File: src/design/ssm_pkg.sv
// Package for scaled_softmax: types, constants, exponential tables.
package ssm_pkg;

   localparam int DefaultMaxKeys = 4;
   localparam int ScaleW   = 17;
   localparam int ScoreW   = 16;
   localparam int WeightW  = 17;
   localparam int ExpW     = 17;
   localparam int SumW     = 24;
   localparam logic [ScaleW-1:0] ScaleOne = 17'd65536;

   typedef enum logic [2:0] {
      ST_LOAD,
      ST_EXP_RD,
      ST_EXP_MUL1,
      ST_EXP_MUL2,
      ST_DIV_RD,
      ST_DIV,
      ST_DIV_RUN,
      ST_EMIT
   } state_type;

   // controller to datapath
   typedef struct packed {
      logic store_score;   // write scaled score, update max
      logic clear_vec;     // restart the vector
      logic set_drop;
      logic exp_start;     // latch table products stage 1
      logic exp_finish;    // finish stage 2 and accumulate
      logic div_start;
      logic rsp_load;
   } ctrl_type;

   // datapath to controller
   typedef struct packed {
      logic div_done;
   } stat_type;

   function automatic logic [16:0] exp_int(input logic [3:0] i);
      logic [16:0] r;
      begin
         case (i)
            4'd0: r = 17'd65536;  4'd1: r = 17'd24109; 4'd2: r = 17'd8869;
            4'd3: r = 17'd3263;   4'd4: r = 17'd1200;  4'd5: r = 17'd442;
            4'd6: r = 17'd162;    4'd7: r = 17'd60;    4'd8: r = 17'd22;
            4'd9: r = 17'd8;      4'd10: r = 17'd3;    4'd11: r = 17'd1;
            default: r = 17'd0;
         endcase
         return r;
      end
   endfunction

   function automatic logic [16:0] exp_hi(input logic [3:0] h);
      logic [16:0] r;
      begin
         case (h)
            4'd0: r = 17'd65536;  4'd1: r = 17'd61565; 4'd2: r = 17'd57835;
            4'd3: r = 17'd54331;  4'd4: r = 17'd51039; 4'd5: r = 17'd47947;
            4'd6: r = 17'd45042;  4'd7: r = 17'd42313; 4'd8: r = 17'd39750;
            4'd9: r = 17'd37341;  4'd10: r = 17'd35079; 4'd11: r = 17'd32954;
            4'd12: r = 17'd30957; 4'd13: r = 17'd29081; 4'd14: r = 17'd27319;
            default: r = 17'd25664;
         endcase
         return r;
      end
   endfunction

   function automatic logic [16:0] exp_lo(input logic [3:0] l);
      logic [16:0] r;
      begin
         case (l)
            4'd0: r = 17'd65536;  4'd1: r = 17'd65280; 4'd2: r = 17'd65026;
            4'd3: r = 17'd64772;  4'd4: r = 17'd64520; 4'd5: r = 17'd64268;
            4'd6: r = 17'd64018;  4'd7: r = 17'd63768; 4'd8: r = 17'd63520;
            4'd9: r = 17'd63272;  4'd10: r = 17'd63025; 4'd11: r = 17'd62780;
            4'd12: r = 17'd62535; 4'd13: r = 17'd62291; 4'd14: r = 17'd62048;
            default: r = 17'd61806;
         endcase
         return r;
      end
   endfunction

endpackage

File: src/design/ssm_ram.sv
// Generic single-port-write RAM with registered read.
module ssm_ram #(
   parameter int Width = 8,
   parameter int Depth = 4
) (
   input  logic                     clock,
   input  logic                     wr_en,
   input  logic [$clog2(Depth)-1:0] wr_addr,
   input  logic [Width-1:0]         wr_data,
   input  logic [$clog2(Depth)-1:0] rd_addr,
   output logic [Width-1:0]         rd_data
);
   logic [Width-1:0] mem_ff [Depth];
   logic [Width-1:0] rd_data_ff;

   // write port and registered read
   always_ff @(posedge clock) begin
      if (wr_en) begin
         mem_ff[wr_addr] <= wr_data;
      end
      rd_data_ff <= mem_ff[rd_addr];
   end

   assign rd_data = rd_data_ff;
endmodule

File: src/design/ssm_divider.sv
// Restoring divider: quotient of (exp*65536 + sum/2) / sum, one bit per cycle.
module ssm_divider (
   input  logic                       clock,
   input  logic                       reset,
   input  logic                       start,
   input  logic [ssm_pkg::ExpW-1:0]   numer,
   input  logic [ssm_pkg::SumW-1:0]   denom,
   output logic                       done,
   output logic [ssm_pkg::WeightW-1:0] quot
);
   import ssm_pkg::*;

   localparam int NumW = ExpW + 16;   // 33 bits
   localparam int CntW = $clog2(NumW + 1);

   logic [NumW-1:0]  num_ff, num_in;
   logic [SumW:0]    rem_ff, rem_in;
   logic [NumW-1:0]  q_ff, q_in;
   logic [CntW-1:0]  cnt_ff, cnt_in;
   logic             busy_ff, busy_in;
   logic             done_ff, done_in;
   logic [SumW:0]    trial;
   logic [NumW-1:0]  dividend;

   assign dividend = {numer, 16'd0} + NumW'(denom >> 1);
   assign trial = {rem_ff[SumW-1:0], num_ff[NumW-1]};

   // one quotient bit per cycle
   always_comb begin
      num_in  = num_ff;
      rem_in  = rem_ff;
      q_in    = q_ff;
      cnt_in  = cnt_ff;
      busy_in = busy_ff;
      done_in = 1'b0;
      if (start) begin
         num_in  = dividend;
         rem_in  = '0;
         q_in    = '0;
         cnt_in  = CntW'(NumW);
         busy_in = (denom != '0);
         done_in = (denom == '0);
      end else if (busy_ff) begin
         num_in = {num_ff[NumW-2:0], 1'b0};
         if (trial >= {1'b0, denom}) begin
            rem_in = trial - {1'b0, denom};
            q_in   = {q_ff[NumW-2:0], 1'b1};
         end else begin
            rem_in = trial;
            q_in   = {q_ff[NumW-2:0], 1'b0};
         end
         cnt_in = cnt_ff - 1'b1;
         if (cnt_ff == CntW'(1)) begin
            busy_in = 1'b0;
            done_in = 1'b1;
         end
      end
   end

   always_ff @(posedge clock) begin
      if (reset) begin
         busy_ff <= 1'b0;
         done_ff <= 1'b0;
      end else begin
         busy_ff <= busy_in;
         done_ff <= done_in;
      end
      num_ff <= num_in;
      rem_ff <= rem_in;
      q_ff   <= q_in;
      cnt_ff <= cnt_in;
   end

   assign done = done_ff;
   assign quot = q_ff[WeightW-1:0];
endmodule

File: src/design/ssm_datapath.sv
// Datapath: scaling, score store, running max, exponential, sum, divide.
module ssm_datapath #(
   parameter int MaxKeys = ssm_pkg::DefaultMaxKeys
) (
   input  logic                         clock,
   input  logic                         reset,
   input  ssm_pkg::ctrl_type            ctrl,
   input  logic [$clog2(MaxKeys)-1:0]   wr_idx,
   input  logic [$clog2(MaxKeys)-1:0]   rd_idx,
   input  logic signed [ssm_pkg::ScoreW-1:0] score,
   input  logic [ssm_pkg::ScaleW-1:0]   scale,
   output ssm_pkg::stat_type            stat,
   output logic [ssm_pkg::WeightW-1:0]  weight,
   output logic                         dropped
);
   import ssm_pkg::*;

   logic signed [ScoreW+ScaleW:0] prod;
   logic signed [ScoreW-1:0]      scaled;
   logic [ScaleW-1:0]             rd_data;
   logic signed [ScoreW-1:0]      max_ff, max_in;
   logic [SumW-1:0]               sum_ff, sum_in;
   logic                          drop_ff, drop_in;
   logic [15:0]                   e;
   logic [16:0]                   p1_ff;
   logic [33:0]                   p2;
   logic [3:0]                    lo_ff;
   logic [ExpW-1:0]               ex_val;
   logic [16:0]                   t_int;
   logic                          zero_ff;
   logic                          div_done;
   logic [WeightW-1:0]            quot;

   // round-half-up scaling: floor((s*scale + 32768) / 65536)
   assign prod   = $signed(score) * $signed({1'b0, scale}) + 34'sd32768;
   assign scaled = prod[ScoreW+15:16];

   ssm_ram #(.Width(ScaleW), .Depth(MaxKeys)) u_store (
      .clock   (clock),
      .wr_en   (ctrl.store_score),
      .wr_addr (wr_idx),
      .wr_data ({scaled[ScoreW-1], scaled}),
      .rd_addr (rd_idx),
      .rd_data (rd_data)
   );

   // exponent argument from the stored score
   assign e = 16'(max_ff - $signed(rd_data[ScoreW-1:0]));
   assign t_int = exp_int(e[15:12] != 4'd0 ? 4'd15 : e[11:8]);
   assign p2 = 34'(p1_ff) * 34'(exp_lo(lo_ff)) + 34'd32768;
   assign ex_val = zero_ff ? '0 : p2[32:16];

   // vector state
   always_comb begin
      max_in  = max_ff;
      sum_in  = sum_ff;
      drop_in = drop_ff;
      if (ctrl.clear_vec) begin
         max_in  = -16'sd32768;
         sum_in  = '0;
         drop_in = 1'b0;
      end else begin
         if (ctrl.store_score && scaled > max_ff) max_in = scaled;
         if (ctrl.set_drop) drop_in = 1'b1;
         if (ctrl.exp_finish) sum_in = sum_ff + SumW'(ex_val);
      end
   end

   always_ff @(posedge clock) begin
      if (reset) begin
         max_ff  <= -16'sd32768;
         sum_ff  <= '0;
         drop_ff <= 1'b0;
      end else begin
         max_ff  <= max_in;
         sum_ff  <= sum_in;
         drop_ff <= drop_in;
      end
      // first table product, rounded
      if (ctrl.exp_start) begin
         p1_ff   <= 17'((34'(t_int) * 34'(exp_hi(e[7:4])) + 34'd32768) >> 16);
         lo_ff   <= e[3:0];
         zero_ff <= (e[15:8] >= 8'd12);
      end
   end

   // exponent cache so divide pass needs no recompute
   logic [ExpW-1:0] ex_mem_rd;
   ssm_ram #(.Width(ExpW), .Depth(MaxKeys)) u_exps (
      .clock   (clock),
      .wr_en   (ctrl.exp_finish),
      .wr_addr (rd_idx),
      .wr_data (ex_val),
      .rd_addr (rd_idx),
      .rd_data (ex_mem_rd)
   );

   ssm_divider u_div (
      .clock (clock),
      .reset (reset),
      .start (ctrl.div_start),
      .numer (ex_mem_rd),
      .denom (sum_ff),
      .done  (div_done),
      .quot  (quot)
   );

   assign stat.div_done = div_done;
   assign weight  = (sum_ff == '0) ? '0 : quot;
   assign dropped = drop_ff;

`ifndef SYNTH
   // sum never wraps: each exp is at most 1.0
   a_sum_grow: assert property (@(posedge clock) disable iff (reset)
      ctrl.exp_finish && !ctrl.clear_vec |=> sum_ff >= $past(sum_ff))
      else $error("exp sum decreased");
   a_exp_range: assert property (@(posedge clock) disable iff (reset)
      ctrl.exp_finish |-> ex_val <= ExpW'(65536))
      else $error("exp above one");
   a_clear: assert property (@(posedge clock) disable iff (reset)
      ctrl.clear_vec |=> sum_ff == '0 && !drop_ff)
      else $error("clear failed");
`endif
endmodule

File: src/design/ssm_ctrl.sv
// Controller: load, exponent pass, divide pass and emit sequencing.
module ssm_ctrl #(
   parameter int MaxKeys = ssm_pkg::DefaultMaxKeys
) (
   input  logic                        clock,
   input  logic                        reset,
   input  logic                        req_valid,
   input  logic                        req_in_last,
   output logic                        req_stall,
   output logic                        rsp_valid,
   input  logic                        rsp_stall,
   output logic                        rsp_out_last,
   output ssm_pkg::ctrl_type           ctrl,
   input  ssm_pkg::stat_type           stat,
   output logic [$clog2(MaxKeys)-1:0]  wr_idx,
   output logic [$clog2(MaxKeys)-1:0]  rd_idx
);
   import ssm_pkg::*;

   localparam int IdxW = $clog2(MaxKeys);
   localparam int CntW = $clog2(MaxKeys + 1);

   state_type       state_ff, state_in;
   logic [CntW-1:0] cnt_ff, cnt_in;
   logic [IdxW-1:0] idx_ff, idx_in;
   logic            vld_ff, vld_in;
   logic            acc;
   logic            full;
   logic            last_key;

   assign full     = (cnt_ff == CntW'(MaxKeys));
   assign acc      = req_valid && !req_stall;
   assign last_key = (CntW'(idx_ff) + 1'b1 == cnt_ff);

   // next state
   always_comb begin
      state_in = state_ff;
      unique case (state_ff)
         ST_LOAD:     if (acc && req_in_last) state_in = ST_EXP_RD;
         ST_EXP_RD:   state_in = ST_EXP_MUL1;
         ST_EXP_MUL1: state_in = ST_EXP_MUL2;
         ST_EXP_MUL2: state_in = last_key ? ST_DIV_RD : ST_EXP_RD;
         ST_DIV_RD:   state_in = ST_DIV;
         ST_DIV:      state_in = ST_DIV_RUN;
         ST_DIV_RUN:  if (stat.div_done) state_in = ST_EMIT;
         ST_EMIT:     if (!vld_ff || !rsp_stall) begin
            state_in = ST_DIV_RD;
            if (last_key) state_in = ST_LOAD;
         end
         default:     state_in = ST_LOAD;
      endcase
   end

   // outputs and counters
   always_comb begin
      ctrl   = '0;
      cnt_in = cnt_ff;
      idx_in = idx_ff;
      vld_in = vld_ff && rsp_stall;
      unique case (state_ff)
         ST_LOAD: begin
            if (acc) begin
               if (!full) begin
                  ctrl.store_score = 1'b1;
                  cnt_in = cnt_ff + 1'b1;
               end else begin
                  ctrl.set_drop = 1'b1;
               end
               idx_in = '0;
            end
         end
         ST_EXP_MUL1: ctrl.exp_start = 1'b1;
         ST_EXP_MUL2: begin
            ctrl.exp_finish = 1'b1;
            idx_in = last_key ? '0 : idx_ff + 1'b1;
         end
         ST_DIV:      ctrl.div_start = 1'b1;
         ST_EMIT: begin
            if (!vld_ff || !rsp_stall) begin
               vld_in = 1'b1;
               ctrl.rsp_load = 1'b1;
               if (last_key) begin
                  ctrl.clear_vec = 1'b1;
                  cnt_in = '0;
                  idx_in = '0;
               end else begin
                  idx_in = idx_ff + 1'b1;
               end
            end
         end
         default: ;
      endcase
   end

   always_ff @(posedge clock) begin
      if (reset) begin
         state_ff <= ST_LOAD;
         cnt_ff   <= '0;
         idx_ff   <= '0;
         vld_ff   <= 1'b0;
      end else begin
         state_ff <= state_in;
         cnt_ff   <= cnt_in;
         idx_ff   <= idx_in;
         vld_ff   <= vld_in;
      end
   end

   assign req_stall = (state_ff != ST_LOAD);
   assign rsp_valid = vld_ff;
   assign wr_idx    = cnt_ff[IdxW-1:0];
   assign rd_idx    = idx_ff;

   logic last_ff;
   always_ff @(posedge clock) begin
      if (ctrl.rsp_load) last_ff <= last_key;
   end
   assign rsp_out_last = last_ff;

`ifndef SYNTH
   a_cnt: assert property (@(posedge clock) disable iff (reset)
      cnt_ff <= CntW'(MaxKeys)) else $error("key count overrun");
   a_load_only: assert property (@(posedge clock) disable iff (reset)
      ctrl.store_score |-> state_ff == ST_LOAD) else $error("store outside load");
   a_hold: assert property (@(posedge clock) disable iff (reset)
      rsp_valid && rsp_stall |=> rsp_valid) else $error("result lost");
`endif
endmodule

File: src/design/scaled_softmax.sv
// Top level of the scaled softmax block.
//
//  channel | direction | handshake         | payload
//  req     | in        | req_valid/stall   | req_score, req_in_last
//  rsp     | out       | rsp_valid/stall   | rsp_weight, rsp_out_last, rsp_overflow
//  csr     | in        | csr_valid/ready   | csr_score_scale
//
// Scores are loaded as requests are accepted. After the last score, the exponent
// pass reads each key's score, forms two table products and adds the result to
// the sum; each weight then goes through an exponent read, a divider start, the
// quotient bits of the divider and a load into the output register.
// Reset is synchronous, active high, and leaves the scale at 1.0.
// A stalled result holds in the output register; no request is taken until
// the last weight of the vector has been loaded into the output register.
module scaled_softmax #(
   parameter int MaxKeys = ssm_pkg::DefaultMaxKeys
) (
   input  logic                              clock,
   input  logic                              reset,
   input  logic                              req_valid,
   output logic                              req_stall,
   input  logic signed [ssm_pkg::ScoreW-1:0] req_score,
   input  logic                              req_in_last,
   output logic                              rsp_valid,
   input  logic                              rsp_stall,
   output logic [ssm_pkg::WeightW-1:0]       rsp_weight,
   output logic                              rsp_out_last,
   output logic                              rsp_overflow,
   input  logic                              csr_valid,
   output logic                              csr_ready,
   input  logic [ssm_pkg::ScaleW-1:0]        csr_score_scale
);
   import ssm_pkg::*;

   localparam int IdxW = $clog2(MaxKeys);

   ctrl_type          ctrl;
   stat_type          stat;
   logic [IdxW-1:0]   wr_idx, rd_idx;
   logic [ScaleW-1:0] scale_ff;
   logic [WeightW-1:0] weight;
   logic              dropped;
   logic [WeightW-1:0] w_ff;
   logic              ovf_ff;

   // scale register, clamped at 1.0
   always_ff @(posedge clock) begin
      if (reset) begin
         scale_ff <= ScaleOne;
      end else if (csr_valid && csr_ready) begin
         scale_ff <= (csr_score_scale > ScaleOne) ? ScaleOne : csr_score_scale;
      end
   end
   assign csr_ready = 1'b1;

   ssm_ctrl #(.MaxKeys(MaxKeys)) u_ctrl (
      .clock        (clock),
      .reset        (reset),
      .req_valid    (req_valid),
      .req_in_last  (req_in_last),
      .req_stall    (req_stall),
      .rsp_valid    (rsp_valid),
      .rsp_stall    (rsp_stall),
      .rsp_out_last (rsp_out_last),
      .ctrl         (ctrl),
      .stat         (stat),
      .wr_idx       (wr_idx),
      .rd_idx       (rd_idx)
   );

   ssm_datapath #(.MaxKeys(MaxKeys)) u_dp (
      .clock   (clock),
      .reset   (reset),
      .ctrl    (ctrl),
      .wr_idx  (wr_idx),
      .rd_idx  (rd_idx),
      .score   (req_score),
      .scale   (scale_ff),
      .stat    (stat),
      .weight  (weight),
      .dropped (dropped)
   );

   // output register
   always_ff @(posedge clock) begin
      if (ctrl.rsp_load) begin
         w_ff   <= weight;
         ovf_ff <= dropped;
      end
   end
   assign rsp_weight   = w_ff;
   assign rsp_overflow = ovf_ff;

`ifndef SYNTH
   a_scale: assert property (@(posedge clock) disable iff (reset) scale_ff <= ScaleOne)
      else $error("scale above one");
   a_no_req_busy: assert property (@(posedge clock) disable iff (reset)
      rsp_valid |-> req_stall || rsp_out_last) else $error("request during emit");
   a_w_range: assert property (@(posedge clock) disable iff (reset)
      rsp_valid |-> rsp_weight <= WeightW'(65536)) else $error("weight above one");
`endif
endmodule
File: config.mk
export PLATFORM = sky130hd
export DESIGN_NAME = scaled_softmax
export DESIGN_NICKNAME = d
export VERILOG_FILES = /design/src/design/ssm_pkg.sv /design/src/design/ssm_ram.sv /design/src/design/ssm_divider.sv /design/src/design/ssm_datapath.sv /design/src/design/ssm_ctrl.sv /design/src/design/scaled_softmax.sv
export SDC_FILE = /design/constraint.sdc
export NUM_CORES = 2
export LEC_CHECK = 0
export ABC_AREA = 1
export BUFFER_PORTS_ARGS = -buffer_cell sky130_fd_sc_hd__buf_2
export CELL_PAD_IN_SITES_DETAIL_PLACEMENT = 1
export CELL_PAD_IN_SITES_GLOBAL_PLACEMENT = 1
export CORE_MARGIN = 5
export CORE_UTILIZATION = 25
export DETAILED_ROUTE_END_ITERATION = 10
export PLACE_DENSITY = 0.53
export SKIP_CTS_REPAIR_TIMING = 1
export SYNTH_ARGS = -nofsm -noshare
export SYNTH_HDL_FRONTEND = slang
export SYNTH_SLANG_ARGS = --single-unit
File: constraint.sdc
create_clock -name clock -period 8.8 [get_ports clock]
set_input_delay 1.76 -clock clock [delete_from_list [all_inputs] [get_ports clock]]
set_output_delay 1.76 -clock clock [all_outputs]
set_load 0.02 [all_outputs]
# Word-level counts from Yosys, hierarchy flattened
# Memories as Yosys holds them, arrays and structs flattened. A register that Yosys moved wholly into a read port is not among the register bits.
# Cells that the tools add are included.
[op_classes]
addsub = 11
mul = 3
n_lt_le_gt_ge = 4
eq_ne = 16
mux = 50
n_reduce_logical = 20
[ops]
columns = ["op", "n"]
rows = [
  ["33-bit by 16-bit adder with 33-bit output (second input constant)", 2],
  ["17-bit by 17-bit multiplier with 33-bit output", 2],
  ["33-bit 2-to-1 mux", 2],
  ["17-bit 2-to-1 mux", 3],
  ["33-bit by 23-bit adder with 33-bit output", 1],
  ["32-bit by 17-bit adder with 32-bit output (second input constant)", 1],
  ["16-bit by 18-bit multiplier with 32-bit output", 1],
  ["1-bit 2-to-1 mux", 27],
  ["3-bit 2-to-1 mux", 9],
  ["25-bit by 24-bit greater-or-equal comparator with 1-bit output", 1],
  ["24-bit by 17-bit adder with 24-bit output", 1],
  ["24-bit zero test", 1],
  ["24-bit 2-to-1 mux", 1],
  ["3-bit case mux with 8 select lines", 1],
  ["24-bit nonzero test", 1],
  ["24-bit subtractor", 1],
  ["17-bit greater-than comparator (second input constant)", 1],
  ["16-bit greater-than comparator", 1],
  ["16-bit subtractor", 1],
  ["3-bit equality test (second input constant)", 5],
  ["2-bit by 1-bit != test with 1-bit output (second input constant)", 5],
  ["8-bit by 4-bit greater-or-equal comparator with 1-bit output (second input constant)", 1],
  ["4-bit 2-to-1 mux", 2],
  ["3-bit by 2-bit equality test with 1-bit output (second input constant)", 2],
  ["other kinds (21)", 31],
]
[totals]
regBits = 190
ramBits = 136
mem_bits_ro = 768
in_bits = 39
word_cells = 129
memories = 5
[memory_table]
columns = ["name", "words", "word_bits", "rd", "rd_clocked_by_memory_dff", "write_ports", "line", "source"]
rows = [
  ["(name not given)", 16, 17, 1, 0, 0, "ssm_pkg.sv:56", "case (h)"],
  ["(name not given)", 16, 16, 1, 1, 0, "ssm_pkg.sv:71", "case (l)"],
  ["(name not given)", 16, 15, 1, 0, 0, "ssm_pkg.sv:42", "case (i)"],
  ["u_dp.u_exps.mem_ff", 4, 17, 1, 1, 1, "ssm_ram.sv:13", "logic [Width-1:0] mem_ff [Depth];"],
  ["u_dp.u_store.mem_ff", 4, 17, 1, 1, 1, "ssm_ram.sv:13", ""],
]

# Longest topological paths before layout
[logic_depth]
depth_word = 7
depth_mapped = 43
mapped_depth_nobuf = 43

# Modules after synthesis
# Synthesis repeated with hierarchy kept, for this count alone.
[hier_totals]
cells_unflattened = 6020
hier_area_um2 = 47289.1
[by_module_without_submodules]
columns = ["mod", "n_inst", "cells_per_inst", "area_each_um2", "seq_area_each_um2"]
rows = [
  ["ssm_datapath", 1, 4358, 33005.4, 1741.7],
  ["ssm_ram", 2, 291, 3258.1, 2382.3],
  ["ssm_divider", 1, 864, 5756.8, 1971.9],
  ["scaled_softmax", 1, 110, 1293.7, 880.8],
  ["ssm_ctrl", 1, 106, 716.9, 210.2],
]

# Worst setup path after synthesis
# OpenSTA, ideal clock, no wires.
[synth_path]
kind = "input to register"
from = "in req_score[1] in the netlist's numbering"
to = "reg u_dp.max_ff[14]"
t_arrival_ps = 8428
t_required_ps = 8685
setup_slack_ps = 257
stages = 36
cell_sequence = "clkbuf_1 clkbuf_1 nand2_1 fa_1 inv_1 fa_1 inv_1 fa_1 fa_1 inv_1 fa_1 inv_1 fa_1 inv_1 ha_1 nand2_1 nor2_1 nand4_1 nor2_1 nor2_1 o21ai_0 nand2_1 nand2_1 nand3_1 o211ai_1 xor2_1 ha_1 nand4_1 inv_1 a21oi_1 nand3_1 nand3_1 clkbuf_1 a21oi_1 o21ai_0 inv_1"
[synth_via]
elab_chain_len = 4
[synth_rtl]
columns = ["item", "line", "source"]
rows = [
  ["from (decl)", "scaled_softmax.sv:22", "input logic signed [ssm_pkg::ScoreW-1:0] req_score,"],
  ["16-bit by 18-bit multiplier with 32-bit output", "ssm_datapath.sv:35", "assign prod = $signed(score) * $signed({1'b0, scale}) + 34'sd32768;"],
  ["32-bit by 17-bit adder with 32-bit output", "ssm_datapath.sv:35", ""],
  ["named net u_dp.prod[28]", "ssm_datapath.sv:18", "logic signed [ScoreW+ScaleW:0] prod;"],
  ["16-bit greater-than comparator", "ssm_datapath.sv:63", "if (ctrl.store_score && scaled > max_ff) max_in = scaled;"],
  ["1-bit logical AND", "ssm_datapath.sv:63", ""],
  ["to (signal assigned)", "ssm_datapath.sv:71", "max_ff <= -16'sd32768;"],
  ["to (signal assigned)", "ssm_datapath.sv:75", "max_ff <= max_in;"],
  ["to (decl)", "ssm_datapath.sv:21", "logic signed [ScoreW-1:0] max_ff, max_in;"],
]
# The timed path passes the listed nets, and every way through them passes these cells.
# A chain may end at the register's enable or synchronous reset.

# Worst setup path after layout
[layout_path]
from = "reg u_dp.max_ff[0]"
to = "reg u_dp.p1_ff[15] (data pin)"
[layout_via]
elab_chain_len = 6
word_cells_on_any_way = 8
cone_classes = "add/sub: 2; mul: 1; mux: 2; reduce/logical: 1; memory: 2"
[layout_rtl]
columns = ["item", "line", "source"]
rows = [
  ["16-bit subtractor (*)", "ssm_datapath.sv:48", "assign e = 16'(max_ff - $signed(rd_data[ScoreW-1:0]));"],
  ["4-bit nonzero test", "ssm_datapath.sv:49", "assign t_int = exp_int(e[15:12] != 4'd0 ? 4'd15 : e[11:8]);"],
  ["4-bit 2-to-1 mux", "ssm_datapath.sv:49", ""],
  ["memory read 16 x 15 bit", "--", ""],
  ["17-bit by 17-bit multiplier with 33-bit output (*)", "ssm_datapath.sv:81", "p1_ff <= 17'((34'(t_int) * 34'(exp_hi(e[7:4])) + 34'd32768) >> 16);"],
  ["33-bit by 16-bit adder with 33-bit output (*)", "ssm_datapath.sv:81", ""],
  ["to (signal assigned)", "ssm_datapath.sv:81", ""],
  ["to (decl)", "ssm_datapath.sv:25", "logic [16:0] p1_ff;"],
]
# Every way passes the cells marked *; elsewhere a longest branch is shown, timed or not. The select of a mux whose other input is x is not followed.

==> flow_metrics.env <==
export IMPL_ant_nets=0
export IMPL_first_iter_violations=1297
export IMPL_finClkSkew_ns=0.0447
export IMPL_hp_class="reg2reg"
export IMPL_grt_pass1_vias=38000
export IMPL_area_growth_pct=12.9
export IMPL_cts_buffer_depth=3
export IMPL_chipWidth_um=433
export IMPL_nNetsFinal=6661
export IMPL_syn_num_nets=6543
export IMPL_design_area_um2=50400
export IMPL_die_area_um2=187000
export IMPL_io_pins=61
export IMPL_worstSetupStartpointType="flip-flop"
export IMPL_wl_per_cell_um=17.6
export IMPL_synthXorXnorAreaFrac=0.0212
export IMPL_mostFrequentLayoutCell="inv_1"
export IMPL_synth_seq_cells=368
export IMPL_status="completed"
export IMPL_postSynthAreaPerCell_um2=8.24
export IMPL_core_um2=178000
export IMPL_ys_seq_area_frac=0.211
export IMPL_drc=0
export IMPL_synthAdderAreaFrac=0.407
export IMPL_finalMaxSlewViolations=0
export IMPL_vias=34400
export IMPL_worstMarginPinSlew_ns=1.05
export IMPL_synthSimpleGateAreaFrac=0.146
export IMPL_slowest_stage="fa_1"
export IMPL_crit_type="reg2reg"
export IMPL_place_area_um2=48500
export IMPL_synth_top_family_by_area="adder cells"
export IMPL_num_rows=155
export IMPL_cap_violations=0
export IMPL_cts_sinks=368
export IMPL_cts_tree="built"
export IMPL_drive_gt1_frac=0.0752
export IMPL_dp_hpwl_mm=116
export IMPL_setup_viol=0
export IMPL_vias_per_cell=4.34
export IMPL_worstPathMaxFanout=6
export IMPL_first_pass_iters=5
export IMPL_cp_data_arrival_time_ns=8.66
export IMPL_min_period_ns=8.28
export IMPL_synth_edf_count=206
export IMPL_hold_viol_final=0
export IMPL_final_cell_mix="1325 x inv_1, 1029 x nand2_1, 606 x fa_1, 481 x ha_1, 409 x nor2_1"
export IMPL_grt_pass1_wl_mm=220
export IMPL_reg2reg_depth=38
export IMPL_finalCritPeriodShare=0.940
export IMPL_synthCells=5416
export IMPL_portBuffers=59
export IMPL_regArea_um2=9430
export IMPL_drt_total_wl_mm=139
export IMPL_multi_input_area_um2=29500
export IMPL_timing_fmax_mhz=121
export IMPL_initial_utilization=0.251
export IMPL_yosysWarnings=0
export IMPL_grt_max_degree=71
export IMPL_cts_root_buf="clkbuf_16"
export IMPL_synthFlopType="edfxtp_1"
export IMPL_min_path_cells=2
export IMPL_clkTransAtPathRegs_ns=0.06
export IMPL_syn_area_um2=44600
export IMPL_synth_compound_area_share=0.0856
export IMPL_cp_end_kind="flip-flop"
export IMPL_track_usage=0.150
export IMPL_antenna_found_initial=3
export IMPL_synth_mux_area_frac=0
export IMPL_cp_slowest_stage_delay_ns=0.63
export IMPL_gr_total_overflow=0
export IMPL_h_tree_depth=2
export IMPL_ys_types=63
export IMPL_dieHeight_um=433
export IMPL_clk_latency_ns=0.66
export IMPL_required_ns=9.19
export IMPL_grt_setup_unrepaired="no"
export IMPL_gp_congestion=0.835
export IMPL_fillers=21400
export IMPL_ys_async_sr_fraction=0
export IMPL_slew_headroom=0.301
export IMPL_numCtsBuffers=49
-- path summary, 6_finish.rpt --
check	start	to	slack, ns
worst min-delay path	u_dp.u_div.q_ff[16]$_SDFFE_PP0P_	u_dp.u_div.q_ff[16]$_SDFFE_PP0P_	0.46
worst max-delay path	u_dp.max_ff[0]$_SDFFE_PP0P_	u_dp.p1_ff[15]$_DFFE_PN_	0.52
worst max register to register	u_dp.max_ff[0]$_SDFFE_PP0P_	u_dp.p1_ff[15]$_DFFE_PN_	0.52
worst min register to register	u_dp.u_div.q_ff[16]$_SDFFE_PP0P_	u_dp.u_div.q_ff[16]$_SDFFE_PP0P_	0.46
-- flip-flops by register name, indices dropped and copies added (netlist names), 24 cells and up, named ones only --
| signal | count |
|---|---|
| u_dp.sum_ff | 24 |
| u_dp.u_div.num_ff | 33 |
| u_dp.u_div.rem_ff | 24 |
| u_dp.u_exps.mem_ff | 68 |
| u_dp.u_store.mem_ff | 64 |
-- critical path, delay by kind of cell, from the launching register on --
family | cells | cell delay (ns)
AOI/OAI and AO/OA | 5 | 0.82
adders and majority gates | 10 | 4.46
buffers and inverters | 8 | 0.76
DFF | 1 | 0.41
and+or+nand+nor | 15 | 1.56
-- routing by layer --
layer  wire length (um)  vias to the layer above  GRT usage
met1              65000                    17200      0.199
met5                 13                        -          0
met3               3620                      129     0.0169
met2              66500                      319      0.259
li1                   -                    16800          -
met4               4330                        2     0.0406
-- kinds of logic (layout without fill, tap and decap cells) --
logic type	Yosys count	count (layout)
XOR/XNOR	107	107
flip-flops	368	368
AO/OA/AOI/OAI	692	692
adder cells (fa/ha/maj)	1088	1088
AND/OR/NAND/NOR	1626	1626
buffers and inverters	1534	1693
other	1	3
-- layout make-up --
class,instances,area share
multi-input cells,3514,0.586
clock inverters,29,0.00700
inverters,1347,0.101
diodes,2,0.0000993
repair buffers,254,0.0352
well taps,2355,0.0585
flip-flops and latches,368,0.187
clock buffers,63,0.0260
-- metrics by stage --
step / setup slack (ns) / setup TNS (ns) / util / instances / hold WS (ns)
global route: 0.00717 / 0 / 0.283 / 7931 / 0.496
detailed placement: -0.00679 / -0.00750 / 0.273 / 7823 / 0.452
floorplan: 0.257 / 0 / - / 5416 / 0.409
finish: 0.524 / 0 / 0.283 / 7932 / 0.459
CTS: -0.0330 / -0.0615 / 0.282 / 7915 / 0.467
global placement: 0.0753 / 0 / 0.273 / 7823 / 0.444
-- Yosys cell counts (all sizes together) (2+ instances only) --
master | count | area (um^2)
a31o | 3 | 26.3
o21ai | 286 | 1440
clkbuf | 162 | 608
edfxtp | 206 | 6190
o21a | 19 | 144
xor2 | 59 | 517
xnor2 | 48 | 428
o211ai | 7 | 52.6
nand2 | 1043 | 3950
o22ai | 51 | 319
inv | 1340 | 5030
o221ai | 4 | 35.0
a21oi | 256 | 1300
a31oi | 15 | 93.8
a211oi | 8 | 60.1
nand3 | 71 | 370
buf | 25 | 111
dfxtp | 162 | 3240
a21boi | 9 | 67.6
nor3 | 30 | 171
o31ai | 3 | 27.5
nand4 | 24 | 150
nor4 | 16 | 106
a22o | 2 | 17.5
ha | 481 | 6020
clkinv | 7 | 26.3
a21o | 10 | 75.1
nor3b | 2 | 15.0
o21bai | 9 | 67.6
fa | 607 | 12200
or2 | 17 | 106
nand3b | 3 | 22.5
nor2 | 417 | 1590
o2111ai | 3 | 26.3
Power is left out: the tool's default activity adds up to more than one toggle a clock period on the data nets, which glitch-free logic cannot reach.
